**config.mk**
```make
export PLATFORM = sky130hd
export DESIGN_NAME = piecewise_linear_mean_energy_unit
export DESIGN_NICKNAME = d
export VERILOG_FILES = /design/src/rtl/plme_pkg.sv /design/src/rtl/plme_div.sv /design/src/rtl/piecewise_linear_mean_energy_unit.sv
export SDC_FILE = /design/constraint.sdc
export NUM_CORES = 2
export LEC_CHECK = 0
export BUFFER_PORTS_ARGS = -buffer_cell sky130_fd_sc_hd__buf_2
export CORE_ASPECT_RATIO = 1.2
export CORE_MARGIN = 1.5
export CORE_UTILIZATION = 55
export DETAILED_ROUTE_END_ITERATION = 12
export PLACE_DENSITY = 0.71
export SETUP_SLACK_MARGIN = 0.02
export SLEW_MARGIN = 5
export SYNTH_ARGS = -nofsm -noshare
export SYNTH_HDL_FRONTEND = slang
export SYNTH_SLANG_ARGS = --single-unit
```
**constraint.sdc**
```tcl
create_clock -name i_clk -period 12.2 [get_ports i_clk]
set_clock_uncertainty 0.1 [all_clocks]
set_input_delay 2.44 -clock i_clk [delete_from_list [all_inputs] [get_ports i_clk]]
set_output_delay 2.44 -clock i_clk [all_outputs]
set_load 0.005 [all_outputs]
```
**src/rtl/plme_pkg.sv**
```systemverilog
// ============================================================================
// plme_pkg - shared types and constants for the piecewise linear mean unit
// Sequencer states, divider handshake structs and the saturating sum helper.
// ============================================================================
package plme_pkg;

    localparam int SUM_WIDTH = 64;
    localparam int MAG_WIDTH = SUM_WIDTH - 1;

    localparam logic [SUM_WIDTH-1:0] SUM_MAX = {1'b0, {(SUM_WIDTH-1){1'b1}}};
    localparam logic [SUM_WIDTH-1:0] SUM_MIN = {1'b1, {(SUM_WIDTH-1){1'b0}}};

    // main sequencer
    typedef enum logic [3:0] {
        S_IDLE,
        S_MUL_A,
        S_MUL_T1,
        S_MUL_T2,
        S_P_ADD,
        S_MUL_M,
        S_M_FIN,
        S_SUM_A,
        S_SUM_M,
        S_EVAL,
        S_DIV,
        S_OUT
    } t_state;

    // divider sequencer
    typedef enum logic [1:0] {
        DIV_IDLE,
        DIV_RUN,
        DIV_DONE
    } t_div_state;

    typedef struct packed {
        logic start;
    } t_div_ctl;

    typedef struct packed {
        logic busy;
        logic done;
    } t_div_stat;

    // add two sums held in +-(2^63-1), clamp the result to the same range
    function automatic logic [SUM_WIDTH-1:0] sat_add(
        input logic [SUM_WIDTH-1:0] a,
        input logic [SUM_WIDTH-1:0] b
    );
        logic signed [SUM_WIDTH:0] s;
        logic signed [SUM_WIDTH:0] lim;
        lim = $signed({1'b0, SUM_MAX});
        s   = $signed({a[SUM_WIDTH-1], a}) + $signed({b[SUM_WIDTH-1], b});
        if (s > lim) begin
            return SUM_MAX;
        end else if (s < -lim) begin
            return SUM_MIN + {{(SUM_WIDTH-1){1'b0}}, 1'b1};
        end else begin
            return s[SUM_WIDTH-1:0];
        end
    endfunction

endpackage

```
**src/rtl/plme_div.sv**
```systemverilog
// ============================================================================
// plme_div - restoring divider for the mean energy quotient
// Divides (|moment| << frac) by 3*|area|, one quotient bit per cycle,
// and clamps the quotient to the energy width.
// ============================================================================
module plme_div
    import plme_pkg::*;
#(
    parameter int ENERGY_WIDTH     = 24,
    parameter int ENERGY_FRAC_BITS = 16
) (
    input  logic                    i_clk,
    input  logic                    i_rst_n,
    input  t_div_ctl                i_ctl,
    input  logic [MAG_WIDTH-1:0]    i_num_mag,
    input  logic [MAG_WIDTH-1:0]    i_den_mag,
    output t_div_stat               o_stat,
    output logic [ENERGY_WIDTH-1:0] o_quot
);

    localparam int EW   = ENERGY_WIDTH;
    localparam int NUMW = MAG_WIDTH + ENERGY_FRAC_BITS;
    localparam int DENW = MAG_WIDTH + 2;
    localparam int KW   = $clog2(NUMW);

    t_div_state      r_state, n_state;
    logic [NUMW-1:0] r_num;
    logic [DENW-1:0] r_den;
    logic [DENW-1:0] r_rem;
    logic [EW-1:0]   r_q;
    logic            r_ovf;
    logic [KW-1:0]   r_cnt;

    logic [DENW:0]   rem_sh;
    logic [DENW:0]   rem_sub;
    logic            take;

    assign rem_sh  = {r_rem, r_num[NUMW-1]};
    assign take    = rem_sh >= {1'b0, r_den};
    assign rem_sub = rem_sh - {1'b0, r_den};

    always_comb begin
        n_state = r_state;
        unique case (r_state)
            DIV_IDLE: if (i_ctl.start) begin
                n_state = DIV_RUN;
            end
            DIV_RUN: if (r_cnt == KW'(NUMW - 1)) begin
                n_state = DIV_DONE;
            end
            DIV_DONE: n_state = DIV_IDLE;
            default:  n_state = DIV_IDLE;
        endcase
    end

    always_ff @(posedge i_clk) begin
        if (!i_rst_n) begin
            r_state <= DIV_IDLE;
        end else begin
            r_state <= n_state;
        end
    end

    always_ff @(posedge i_clk) begin
        if (r_state == DIV_IDLE && i_ctl.start) begin
            r_num <= {i_num_mag, {ENERGY_FRAC_BITS{1'b0}}};
            r_den <= (DENW'(i_den_mag) << 1) + DENW'(i_den_mag);
            r_rem <= '0;
            r_q   <= '0;
            r_ovf <= 1'b0;
            r_cnt <= '0;
        end else if (r_state == DIV_RUN) begin
            r_num <= r_num << 1;
            r_rem <= take ? rem_sub[DENW-1:0] : rem_sh[DENW-1:0];
            r_ovf <= r_ovf | r_q[EW-1];
            r_q   <= {r_q[EW-2:0], take};
            r_cnt <= r_cnt + KW'(1);
        end
    end

    assign o_stat.busy = (r_state == DIV_RUN);
    assign o_stat.done = (r_state == DIV_DONE);
    assign o_quot      = r_ovf ? {EW{1'b1}} : r_q;

    a_start_idle: assert property (@(posedge i_clk) disable iff (!i_rst_n)
        i_ctl.start |-> (r_state == DIV_IDLE))
        else $error("divider started while busy");

    a_start_run: assert property (@(posedge i_clk) disable iff (!i_rst_n)
        (i_ctl.start && r_state == DIV_IDLE) |=> (r_state == DIV_RUN && r_rem == '0))
        else $error("divider did not load on start");

    a_done_pulse: assert property (@(posedge i_clk) disable iff (!i_rst_n)
        o_stat.done |=> !o_stat.done)
        else $error("divider done held longer than one cycle");

endmodule

```
**src/rtl/piecewise_linear_mean_energy_unit.sv**
```systemverilog
// ============================================================================
// piecewise_linear_mean_energy_unit - mean energy of a piecewise linear spectrum
// Accumulates trapezoid area and first moment per segment on one shared
// multiplier and divides moment by three times area on the last point.
// ============================================================================
//
//  channel   dir  fields (lowest bit first)                handshake
//  s_axis    in   tdata: energy, density; tlast: last pt   tvalid/tready
//  m_axis    out  tdata: mean_energy; tuser: zero_area     tvalid/tready
//
//  For a point after the first, the shared multiplier forms the area, the
//  two moment products and NCH partial products of the moment term one
//  after another.
//  A spectrum's last point then runs the bit-serial divide; a zero area or
//  sums of opposite sign skip the divide.
//  Reset is synchronous and active low; it clears the sums and the held point.
//  s_axis_tready is high only while the sequencer idles. The result word sits
//  in an output register, so input words are taken while it waits.
//
module piecewise_linear_mean_energy_unit
    import plme_pkg::*;
#(
    parameter int ENERGY_WIDTH     = 24,
    parameter int DENSITY_WIDTH    = 24,
    parameter int ENERGY_FRAC_BITS = 16
) (
    input  logic                                                  i_clk,
    input  logic                                                  i_rst_n,
    input  logic                                                  s_axis_tvalid,
    output logic                                                  s_axis_tready,
    // energy, density (zero padded to bytes)
    input  logic [((ENERGY_WIDTH+DENSITY_WIDTH+7)/8)*8-1:0]       s_axis_tdata,
    // last_point
    input  logic                                                  s_axis_tlast,
    output logic                                                  m_axis_tvalid,
    input  logic                                                  m_axis_tready,
    // mean_energy (zero padded to bytes)
    output logic [((ENERGY_WIDTH+7)/8)*8-1:0]                     m_axis_tdata,
    // zero_area
    output logic                                                  m_axis_tuser
);

    localparam int EW     = ENERGY_WIDTH;
    localparam int DW     = DENSITY_WIDTH;
    localparam int FB     = ENERGY_FRAC_BITS;
    localparam int M_TDW  = ((EW + 7) / 8) * 8;
    // shared multiplier operand width: covers y0+y1, x1+2*x0 and a chunk
    localparam int MW     = ((EW > DW) ? EW : DW) + 2;
    localparam int PRW    = 2 * MW;
    // y1*(x1+2x0) + y0*(x0+2x1) needs DW+EW+3 bits, cut into NCH chunks
    localparam int PW_RAW = DW + EW + 3;
    localparam int NCH    = (PW_RAW + MW - 1) / MW;
    localparam int PW     = NCH * MW;
    localparam int MAW    = PW + MW;
    localparam int CW     = (NCH > 1) ? $clog2(NCH) : 1;
    localparam int AXW    = (PRW > SUM_WIDTH) ? PRW : SUM_WIDTH;
    localparam int MXW    = (MAW > SUM_WIDTH) ? MAW : SUM_WIDTH;

    // ------------------------------------------------------------------
    // state and registers
    // ------------------------------------------------------------------
    t_state               r_state, n_state;
    logic                 r_have_prev;
    logic [SUM_WIDTH-1:0] r_area_sum;
    logic [SUM_WIDTH-1:0] r_moment_sum;
    logic                 r_out_valid;

    logic [EW-1:0]        r_x0, r_x1, r_dx;
    logic [DW-1:0]        r_y0, r_y1;
    logic                 r_neg;
    logic                 r_last;
    logic [PRW-1:0]       r_prod;
    logic [PRW-1:0]       r_area_mag;
    logic [PW-1:0]        r_p;
    logic [MAW-1:0]       r_macc;
    logic [CW-1:0]        r_cnt;
    logic [SUM_WIDTH-1:0] r_aterm;
    logic [SUM_WIDTH-1:0] r_mterm;
    logic [EW-1:0]        r_res_mean;
    logic                 r_res_zero;
    logic [EW-1:0]        r_out_mean;
    logic                 r_out_zero;

    // ------------------------------------------------------------------
    // input decode and handshakes
    // ------------------------------------------------------------------
    logic [EW-1:0] in_x;
    logic [DW-1:0] in_y;
    logic          in_acc;
    logic          out_free;
    logic          out_load;

    assign in_x          = s_axis_tdata[EW-1:0];
    assign in_y          = s_axis_tdata[EW+DW-1:EW];
    assign s_axis_tready = (r_state == S_IDLE);
    assign in_acc        = s_axis_tvalid && s_axis_tready;
    assign out_free      = !r_out_valid || m_axis_tready;
    assign out_load      = (r_state == S_OUT) && out_free;

    // ------------------------------------------------------------------
    // shared multiplier: operands picked by the sequencer state
    // ------------------------------------------------------------------
    logic [MW-1:0]  mul_a, mul_b;
    logic [PRW-1:0] mul_p;

    always_comb begin
        case (r_state)
            S_MUL_A: begin
                mul_a = MW'(r_y0) + MW'(r_y1);
                mul_b = MW'(r_dx);
            end
            S_MUL_T1: begin
                mul_a = MW'(r_y1);
                mul_b = MW'(r_x1) + MW'({r_x0, 1'b0});
            end
            S_MUL_T2: begin
                mul_a = MW'(r_y0);
                mul_b = MW'(r_x0) + MW'({r_x1, 1'b0});
            end
            S_MUL_M: begin
                // top chunk first, Horner style accumulation below
                mul_a = r_p[PW-1 -: MW];
                mul_b = MW'(r_dx);
            end
            default: begin
                mul_a = '0;
                mul_b = '0;
            end
        endcase
    end

    assign mul_p = mul_a * mul_b;

    // ------------------------------------------------------------------
    // segment terms: saturate magnitudes to 2^63-1, then apply the sign
    // ------------------------------------------------------------------
    logic [AXW-1:0]       area_ext;
    logic [SUM_WIDTH-1:0] a_mag, aterm;
    logic [MAW-1:0]       mom_sh;
    logic [MXW-1:0]       mom_ext;
    logic [SUM_WIDTH-1:0] m_mag, mterm;

    assign area_ext = AXW'(r_area_mag);
    assign a_mag    = (area_ext > AXW'(SUM_MAX)) ? SUM_MAX : area_ext[SUM_WIDTH-1:0];
    assign aterm    = r_neg ? (SUM_WIDTH'(0) - a_mag) : a_mag;

    // the shift acts on the magnitude, so the term truncates toward zero
    assign mom_sh   = r_macc >> FB;
    assign mom_ext  = MXW'(mom_sh);
    assign m_mag    = (mom_ext > MXW'(SUM_MAX)) ? SUM_MAX : mom_ext[SUM_WIDTH-1:0];
    assign mterm    = r_neg ? (SUM_WIDTH'(0) - m_mag) : m_mag;

    // ------------------------------------------------------------------
    // end of spectrum checks and divider
    // ------------------------------------------------------------------
    logic                 area_zero;
    logic                 sign_clash;
    logic [SUM_WIDTH-1:0] area_abs, mom_abs;
    t_div_ctl             div_ctl;
    t_div_stat            div_stat;
    logic [EW-1:0]        div_quot;

    assign area_zero  = (r_area_sum == '0);
    assign sign_clash = (r_moment_sum[SUM_WIDTH-1] != r_area_sum[SUM_WIDTH-1]) &&
                        (r_moment_sum != '0);
    assign area_abs   = r_area_sum[SUM_WIDTH-1] ? (SUM_WIDTH'(0) - r_area_sum) : r_area_sum;
    assign mom_abs    = r_moment_sum[SUM_WIDTH-1] ? (SUM_WIDTH'(0) - r_moment_sum)
                                                  : r_moment_sum;

    plme_div #(
        .ENERGY_WIDTH     (EW),
        .ENERGY_FRAC_BITS (FB)
    ) u_div (
        .i_clk     (i_clk),
        .i_rst_n   (i_rst_n),
        .i_ctl     (div_ctl),
        .i_num_mag (mom_abs[MAG_WIDTH-1:0]),
        .i_den_mag (area_abs[MAG_WIDTH-1:0]),
        .o_stat    (div_stat),
        .o_quot    (div_quot)
    );

    // ------------------------------------------------------------------
    // sequencer: next state and divider start
    // ------------------------------------------------------------------
    always_comb begin
        n_state       = r_state;
        div_ctl.start = 1'b0;
        unique case (r_state)
            S_IDLE: if (in_acc) begin
                if (r_have_prev) begin
                    n_state = S_MUL_A;
                end else if (s_axis_tlast) begin
                    n_state = S_EVAL;
                end
            end
            S_MUL_A:  n_state = S_MUL_T1;
            S_MUL_T1: n_state = S_MUL_T2;
            S_MUL_T2: n_state = S_P_ADD;
            S_P_ADD:  n_state = S_MUL_M;
            S_MUL_M: if (r_cnt == CW'(NCH - 1)) begin
                n_state = S_M_FIN;
            end
            S_M_FIN:  n_state = S_SUM_A;
            S_SUM_A:  n_state = S_SUM_M;
            S_SUM_M:  n_state = r_last ? S_EVAL : S_IDLE;
            S_EVAL: begin
                if (area_zero || sign_clash) begin
                    n_state = S_OUT;
                end else begin
                    div_ctl.start = 1'b1;
                    n_state       = S_DIV;
                end
            end
            S_DIV: if (div_stat.done) begin
                n_state = S_OUT;
            end
            S_OUT: if (out_free) begin
                n_state = S_IDLE;
            end
            default: n_state = S_IDLE;
        endcase
    end

    // ------------------------------------------------------------------
    // control state: sequencer, sums, held point flag, output valid
    // ------------------------------------------------------------------
    always_ff @(posedge i_clk) begin
        if (!i_rst_n) begin
            r_state      <= S_IDLE;
            r_have_prev  <= 1'b0;
            r_area_sum   <= '0;
            r_moment_sum <= '0;
            r_out_valid  <= 1'b0;
        end else begin
            r_state <= n_state;
            case (r_state)
                S_IDLE: if (in_acc) begin
                    r_have_prev <= 1'b1;
                end
                S_SUM_A: r_area_sum   <= sat_add(r_area_sum, r_aterm);
                S_SUM_M: r_moment_sum <= sat_add(r_moment_sum, r_mterm);
                S_OUT: if (out_free) begin
                    // drop the spectrum once its result is handed over
                    r_have_prev  <= 1'b0;
                    r_area_sum   <= '0;
                    r_moment_sum <= '0;
                end
                default: ;
            endcase
            if (out_load) begin
                r_out_valid <= 1'b1;
            end else if (m_axis_tready) begin
                r_out_valid <= 1'b0;
            end
        end
    end

    // ------------------------------------------------------------------
    // datapath registers
    // ------------------------------------------------------------------
    always_ff @(posedge i_clk) begin
        r_prod <= mul_p;
        case (r_state)
            S_IDLE: if (in_acc) begin
                r_last <= s_axis_tlast;
                if (r_have_prev) begin
                    r_x1  <= in_x;
                    r_y1  <= in_y;
                    r_neg <= (in_x < r_x0);
                    r_dx  <= (in_x < r_x0) ? (r_x0 - in_x) : (in_x - r_x0);
                end else begin
                    r_x0 <= in_x;
                    r_y0 <= in_y;
                end
            end
            S_MUL_T1: r_area_mag <= r_prod;
            S_MUL_T2: r_p <= PW'(r_prod);
            S_P_ADD: begin
                r_p   <= r_p + PW'(r_prod);
                r_cnt <= '0;
            end
            S_MUL_M: begin
                r_p    <= r_p << MW;
                r_macc <= (r_cnt == '0) ? '0 : ((r_macc << MW) + MAW'(r_prod));
                r_cnt  <= r_cnt + CW'(1);
            end
            S_M_FIN: begin
                r_macc  <= (r_macc << MW) + MAW'(r_prod);
                r_aterm <= aterm;
            end
            S_SUM_A: r_mterm <= mterm;
            S_SUM_M: begin
                // advance the held point
                r_x0 <= r_x1;
                r_y0 <= r_y1;
            end
            S_EVAL: begin
                r_res_zero <= area_zero;
                r_res_mean <= '0;
            end
            S_DIV: if (div_stat.done) begin
                r_res_mean <= div_quot;
            end
            S_OUT: if (out_load) begin
                r_out_mean <= r_res_mean;
                r_out_zero <= r_res_zero;
            end
            default: ;
        endcase
    end

    assign m_axis_tvalid = r_out_valid;
    assign m_axis_tdata  = M_TDW'(r_out_mean);
    assign m_axis_tuser  = r_out_zero;

    // ------------------------------------------------------------------
    // assertions
    // ------------------------------------------------------------------
    a_seg_start: assert property (@(posedge i_clk) disable iff (!i_rst_n)
        (in_acc && r_have_prev) |=> (r_state == S_MUL_A))
        else $error("segment did not start after a held point");

    a_zero_mean: assert property (@(posedge i_clk) disable iff (!i_rst_n)
        (r_out_valid && r_out_zero) |-> (r_out_mean == '0))
        else $error("zero area result with non-zero mean");

    a_div_owned: assert property (@(posedge i_clk) disable iff (!i_rst_n)
        (r_state == S_DIV) |-> (div_stat.busy || div_stat.done))
        else $error("waiting on an idle divider");

    a_done_in_div: assert property (@(posedge i_clk) disable iff (!i_rst_n)
        div_stat.done |-> (r_state == S_DIV))
        else $error("divider finished outside the divide state");

    a_clear: assert property (@(posedge i_clk) disable iff (!i_rst_n)
        out_load |=> (!r_have_prev && r_area_sum == '0 && r_moment_sum == '0))
        else $error("state not cleared after a result");

    a_sum_range: assert property (@(posedge i_clk) disable iff (!i_rst_n)
        (r_area_sum != SUM_MIN) && (r_moment_sum != SUM_MIN))
        else $error("running sum left the saturation range");

endmodule
```
==> Word level (Yosys, flattened, before mapping) <==
Index checks and enable logic that the tools add are counted.
{ "totals": {"ff_bits": 896, "latchBits": 0, "mem_bits_rw": 0, "romBits": 0, "inputBits": 53, "output_inout_bits": 27, "elab_cells": 163, "mem_count": 0} }
{ "classes": {"add_sub_neg": 17, "multipliers": 1, "div": 0, "n_lt_le_gt_ge": 8, "eq_ne": 23, "shift": 0, "muxes": 51, "bitwise": 1, "n_reduce_logical": 32} }
{ "op_table": {"columns": ["op", "count"], "rows": [
  ["$mux 64", 7],
  ["$pmux 64 s2", 2],
  ["$mux 63", 4],
  ["$mux 24", 7],
  ["$mux 79", 2],
  ["$pmux 52 s3", 1],
  ["$pmux 78 s2", 1],
  ["$pmux 24 s2", 3],
  ["$add 64x64->65", 2],
  ["$gt 65x64->1 const B", 2],
  ["$lt 65x64->1 const B", 2],
  ["$sub 1x63->64 const A", 2],
  ["$sub 1x63->63 const A", 2],
  ["$pmux 26 s4", 1],
  ["$add 78x52->78", 1],
  ["$mux 78", 1],
  ["$pmux 26 s3", 1],
  ["$ge 66x65->1", 1],
  ["$add 64x63->65", 1],
  ["$mux 65", 1],
  ["$sub 65x65->65", 1],
  ["$logic_not 64->1", 1],
  ["$reduce_bool 64->1", 1],
  ["$gt 52x63->1 const B", 1],
  ["38 further kinds", 85]
]} }

==> Longest topological paths before layout <==
{ "logic_depth": {"ltp_word": 7, "mapped_depth": 43} }

==> By module <==
A second synthesis with hierarchy kept.
{ "hier_totals": {"hier_cells": 9272, "hier_area_um2": 83191.0} }
{ "by_module_without_submodules": {"columns": ["module", "instances", "cells_per_inst", "area_per_inst_um2", "seq_area_each_um2"], "rows": [
  ["piecewise_linear_mean_energy_unit", 1, 7312, 66731.5, 18227.5],
  ["plme_div", 1, 1960, 16459.5, 5825.6]
]} }

==> Worst setup path after synthesis <==
Ideal clock, no wire load.
{ "synth_path": {"path_kind": "reg2reg", "start": "register r_state[1]", "end": "register r_prod[50]", "setup_ps": 118, "arrival_time_ps": 10351, "t_required_ps": 11982, "slack_ps": 1630, "path_stages_with_launch": 37, "path_buffers": 5, "period_less_slack_ps": 10570, "path_cell_list": "dfxtp_1 -> clkbuf_1 -> nor2b_1 -> nand2_1 -> clkinv_1 -> clkbuf_1 -> clkbuf_1 -> nand2_1 -> nand2_1 -> clkbuf_1 -> nand2_1 -> fa_1 -> inv_1 -> fa_1 -> inv_1 -> fa_1 -> inv_1 -> fa_1 -> fa_1 -> fa_1 -> inv_1 -> fa_1 -> inv_1 -> ha_1 -> clkbuf_1 -> a21oi_1 -> o21bai_1 -> a21o_1 -> a221o_1 -> a21o_1 -> a21oi_1 -> o21ai_0 -> a211o_1 -> nand2_1 -> o21ai_0 -> a311o_1 -> xor2_1"} }
{ "synth_between": {"elab_chain_cells": 4} }
{ "synth_lines": {"columns": ["element", "line_no", "text"], "rows": [
  ["start, declared", "piecewise_linear_mean_energy_unit.sv:62", "t_state r_state, n_state;"],
  ["start signal, assigned", "piecewise_linear_mean_energy_unit.sv:236", "r_state <= n_state;"],
  ["$eq 4x3->1 / $eq 4x1->1 (equally long branches)", "piecewise_linear_mean_energy_unit.sv:107", "case (r_state)"],
  ["$reduce_or 2->1 (no line)", null, null],
  ["$pmux 26 s3", "piecewise_linear_mean_energy_unit.sv:107", null],
  ["$mul 26x26->52 *", "piecewise_linear_mean_energy_unit.sv:132", "assign mul_p = mul_a * mul_b;"],
  ["via mul_p[50]", "piecewise_linear_mean_energy_unit.sv:104", "logic [PRW-1:0] mul_p;"],
  ["end signal, assigned", "piecewise_linear_mean_energy_unit.sv:263", "r_prod <= mul_p;"],
  ["end, declared", "piecewise_linear_mean_energy_unit.sv:72", "logic [PRW-1:0] r_prod;"]
]} }
Mark *: on every way through the listed nets, which the timed path passes. The rest lies on a longest branch.
A chain may end at the register's enable or synchronous reset.

==> Final worst setup path <==
{ "layout_path": {"start": "register r_y1[0]", "end": "register r_prod[50]"} }
{ "layout_between": {"elab_chain_cells": 3} }
{ "layout_lines": {"columns": ["element", "line_no", "text"], "rows": [
  ["start, declared", "piecewise_linear_mean_energy_unit.sv:69", "logic [DW-1:0] r_y0, r_y1;"],
  ["start signal, assigned", "piecewise_linear_mean_energy_unit.sv:269", "r_y1 <= in_y;"],
  ["$add 24x24->25", "piecewise_linear_mean_energy_unit.sv:109", "mul_a = MW'(r_y0) + MW'(r_y1);"],
  ["$pmux 26 s4 *", "piecewise_linear_mean_energy_unit.sv:107", null],
  ["$mul 26x26->52 *", "piecewise_linear_mean_energy_unit.sv:132", null],
  ["via mul_p[50]", "piecewise_linear_mean_energy_unit.sv:104", null]
]} }
Marks and branches as above.

==> results_dict.tcl <==
set metrics [dict create \
    status "complete, no violations" \
    fp-row-count 156 \
    r2r_start "r_y1[0]" \
    nets 10340 \
    synth_top_cell_area_share 0.2201 \
    multi_input_area_um2 54620 \
    ir_worst_vdd_mv 0.2237 \
    tightest_slew_ns 1.181 \
    hp-class "flop to flop" \
    synth_top_cell_by_area "edfxtp_1" \
    holdPathEnd "m_axis_tdata[21]" \
    drt_iter0_drc 4846 \
    num-fill-cells 13120 \
    clk_pin_slew_worst_paths_ns 0.07 \
    cp_top_family "compound AO/OA/AOI/OAI gates" \
    wire_per_inst_um 22.41 \
    fin_setup_tns_ns 0 \
    dp.final_hpwl_mm 198.2 \
    postCtsHoldBufs 0 \
    r2r_slack_ns 0.62 \
    synthFlopType "edfxtp_1" \
    syn-cell-area_um2 83360 \
    grtUsageTotal 0.3229 \
    finalCoreUtilization 0.5906 \
    clock_path_buffers 3 \
    synth-seq-cells 896 \
    report.final.slew_viol_count 0 \
    required_ns 12.69 \
    synth_cells 9158 \
    synth_warnings 0 \
    syn_avg_cell_area_um2 9.103 \
    netlist_top_cells_area "edfxtp_1 22%, fa_1 14%, ha_1 9.7%" \
    crit_fanout 16 \
    reg2reg_depth 39 \
    min_from "r_res_mean[21]" \
    die_area_um2 153900 \
    grt_setup_unrepaired "false" \
    holdPathStages 0 \
    routed-via-count 68020 \
    clock_latency_ns 0.75 \
    leakage_nw 39.17 \
    ios 80 \
    cp_slowest_stage_delay_ns 0.82 \
    synth_most_common_cell "nand2_1" \
    firstDrtPassIters 8 \
    synth_commonest_cells "1088 x nand2_1, 864 x inv_1, 648 x ha_1" \
    root_buffer "clkbuf_16" \
    drc_errors 0 \
    fmax_ghz 0.08636 \
    chipHeight_um 429.5 \
    seq_area_um2 24060 \
    slew_headroom 0.2117 \
    layout_min_cycle_time_ns 11.58 \
    totalPowerFinal_mw 16.88 \
    seq_area_frac_synth 0.2885 \
    cp_num_buf_inv 7 \
    cts_made_buffers 94 \
    layout-area-overhead-vs-synth_pct 6.620 \
    clock_sinks 896 \
    antenna_found_initial 7 \
    worstPathArrival_ns 12.07 \
    start_kind "flop" \
    hold_viol 0 \
    synthArstFlopShare 0 \
    timing.rr.end "r_prod[50]" \
    fin_crit_sh 0.9491 \
    end_kind "flop" \
    cap_violations 0 \
    vias_per_cell 6.120 \
    p_per_area_nw_per_um2 189.9 \
    grt_overflow_total 0 \
    antenna_left 0 \
    setup_viol 0 \
    htree_num_levels 3 \
    grt_pass1_wl_mm 385.4 \
    grt_max_degree 98 \
    path_common_cell "fa_1" \
    gp_congestion 0.9901 \
    drive_above_1_share 0.05904 \
    wl_mm 249.1 \
    initial_utilization 0.5540 \
    die_w_um 358.4 \
    post_cts_buffers 0 \
    worst-setup-path-type "flop to flop" \
    grt_pass1_vias 68670 \
    slowest_stage "o2111ai_1" \
    synth-edff-count 611 \
    core_area_um2 150500 \
    netlist-cell-type-count 110 \
    numPortBuffers 79 \
    cts_tree "built" \
    cts.repair.resized 0 \
]
-- cell usage in the layout (no fill, tap or decap), drive strengths merged, types with 111 or more instances in the layout --
master,instances
xor2,236
dfxtp,285
nand3,151
edfxtp,611
clkbuf,124
buf,212
a21oi,534
nand2,1088
nor2,578
ha,648
fa,585
nor3,123
nand4,111
and2,116
inv,871
o21ai,611
a21o,264
a221o,134
xnor2,410
-- final cells by class --
| class | count | share of cell area |
|---|---|---|
| Antenna cell | 10 | 0.0002815 |
| Clock buffer | 124 | 0.02934 |
| Clock inverter | 48 | 0.005011 |
| Inverter | 866 | 0.03661 |
| Multi-Input combinational cell | 6983 | 0.6145 |
| Sequential cell | 896 | 0.2706 |
| Tap cell | 1975 | 0.02780 |
| Timing Repair Buffer | 212 | 0.01582 |
-- report_power, final --
part	leakage (nW)	total, mW	switching, mW	internal [mW]
Sequential	7.74	4.13	0.386	3.74
Combinational	30.0	9.87	6.40	3.48
Clock	1.48	2.88	1.29	1.58
-- registers in the layout, indices dropped and copies added, names as in the netlist, 52 cells and up --
register,cells
r_area_sum,64
r_moment_sum,64
r_prod,52
r_p,52
u_div.r_rem,65
r_area_mag,52
u_div.r_den,65
r_aterm,64
r_macc,78
r_mterm,64
u_div.r_num,63
-- how the worst max path moves through the flow --
| stage | startpoint | endpoint | slack (ns) | cells past startpoint |
|---|---|---|---|---|
| after detailed placement | r_x0[2] | r_prod[50] | 0.85 | 36 |
| after floorplan | r_state[1] | r_prod[50] | 1.63 | 36 |
| after global placement | r_x0[2] | r_prod[50] | 0.93 | 36 |
| final | r_y1[0] | r_prod[50] | 0.62 | 39 |
| after global routing | r_y1[0] | r_prod[50] | 0.21 | 39 |
| after CTS | r_x0[2] | r_prod[50] | 0.78 | 36 |
-- per-stage QoR --
step                instances  setup slack [ns]  cell area (um^2)  hold WS (ns)
floorplan                9160             1.630             83370        0.3003
global placement        10930            0.9334             85810        0.3024
detailed placement      10930            0.8475             85810        0.3066
CTS                     11100            0.7802             88860        0.3209
global route            11110            0.2126             88880        0.3222
finish                  11110            0.6211             88880        0.3195
-- worst reg2reg max path, delay by kind of cell, from the launching register on --
kind                       cells  cell delay, ns
AOI/OAI and AO/OA             18            5.00
xor gates and xnor gates       2            0.34
adders and majority gates     10            4.57
buffers and inverters          7            0.75
DFF                            1            0.42
and+or+nand+nor                2            0.24
-- logic make-up after synthesis --
family / count (synthesis) / synth area share
buffers and inverters: 1281 / 0.05877
other: 2 / 0.00009009
AO/OA/AOI/OAI: 2384 / 0.1904
AND/OR/NAND/NOR: 2660 / 0.1494
adder cells (fa/ha/maj): 1233 / 0.2377
multiplexers: 56 / 0.007204
flip-flops: 896 / 0.2885
XOR/XNOR: 646 / 0.06787
-- metal layers --
metal,wire [um],track usage
met1,94910,0.3682
met2,122300,0.5611
met3,13470,0.04472
met4,18340,0.2112
met5,26,0
Power figures use the tool's default switching activity.
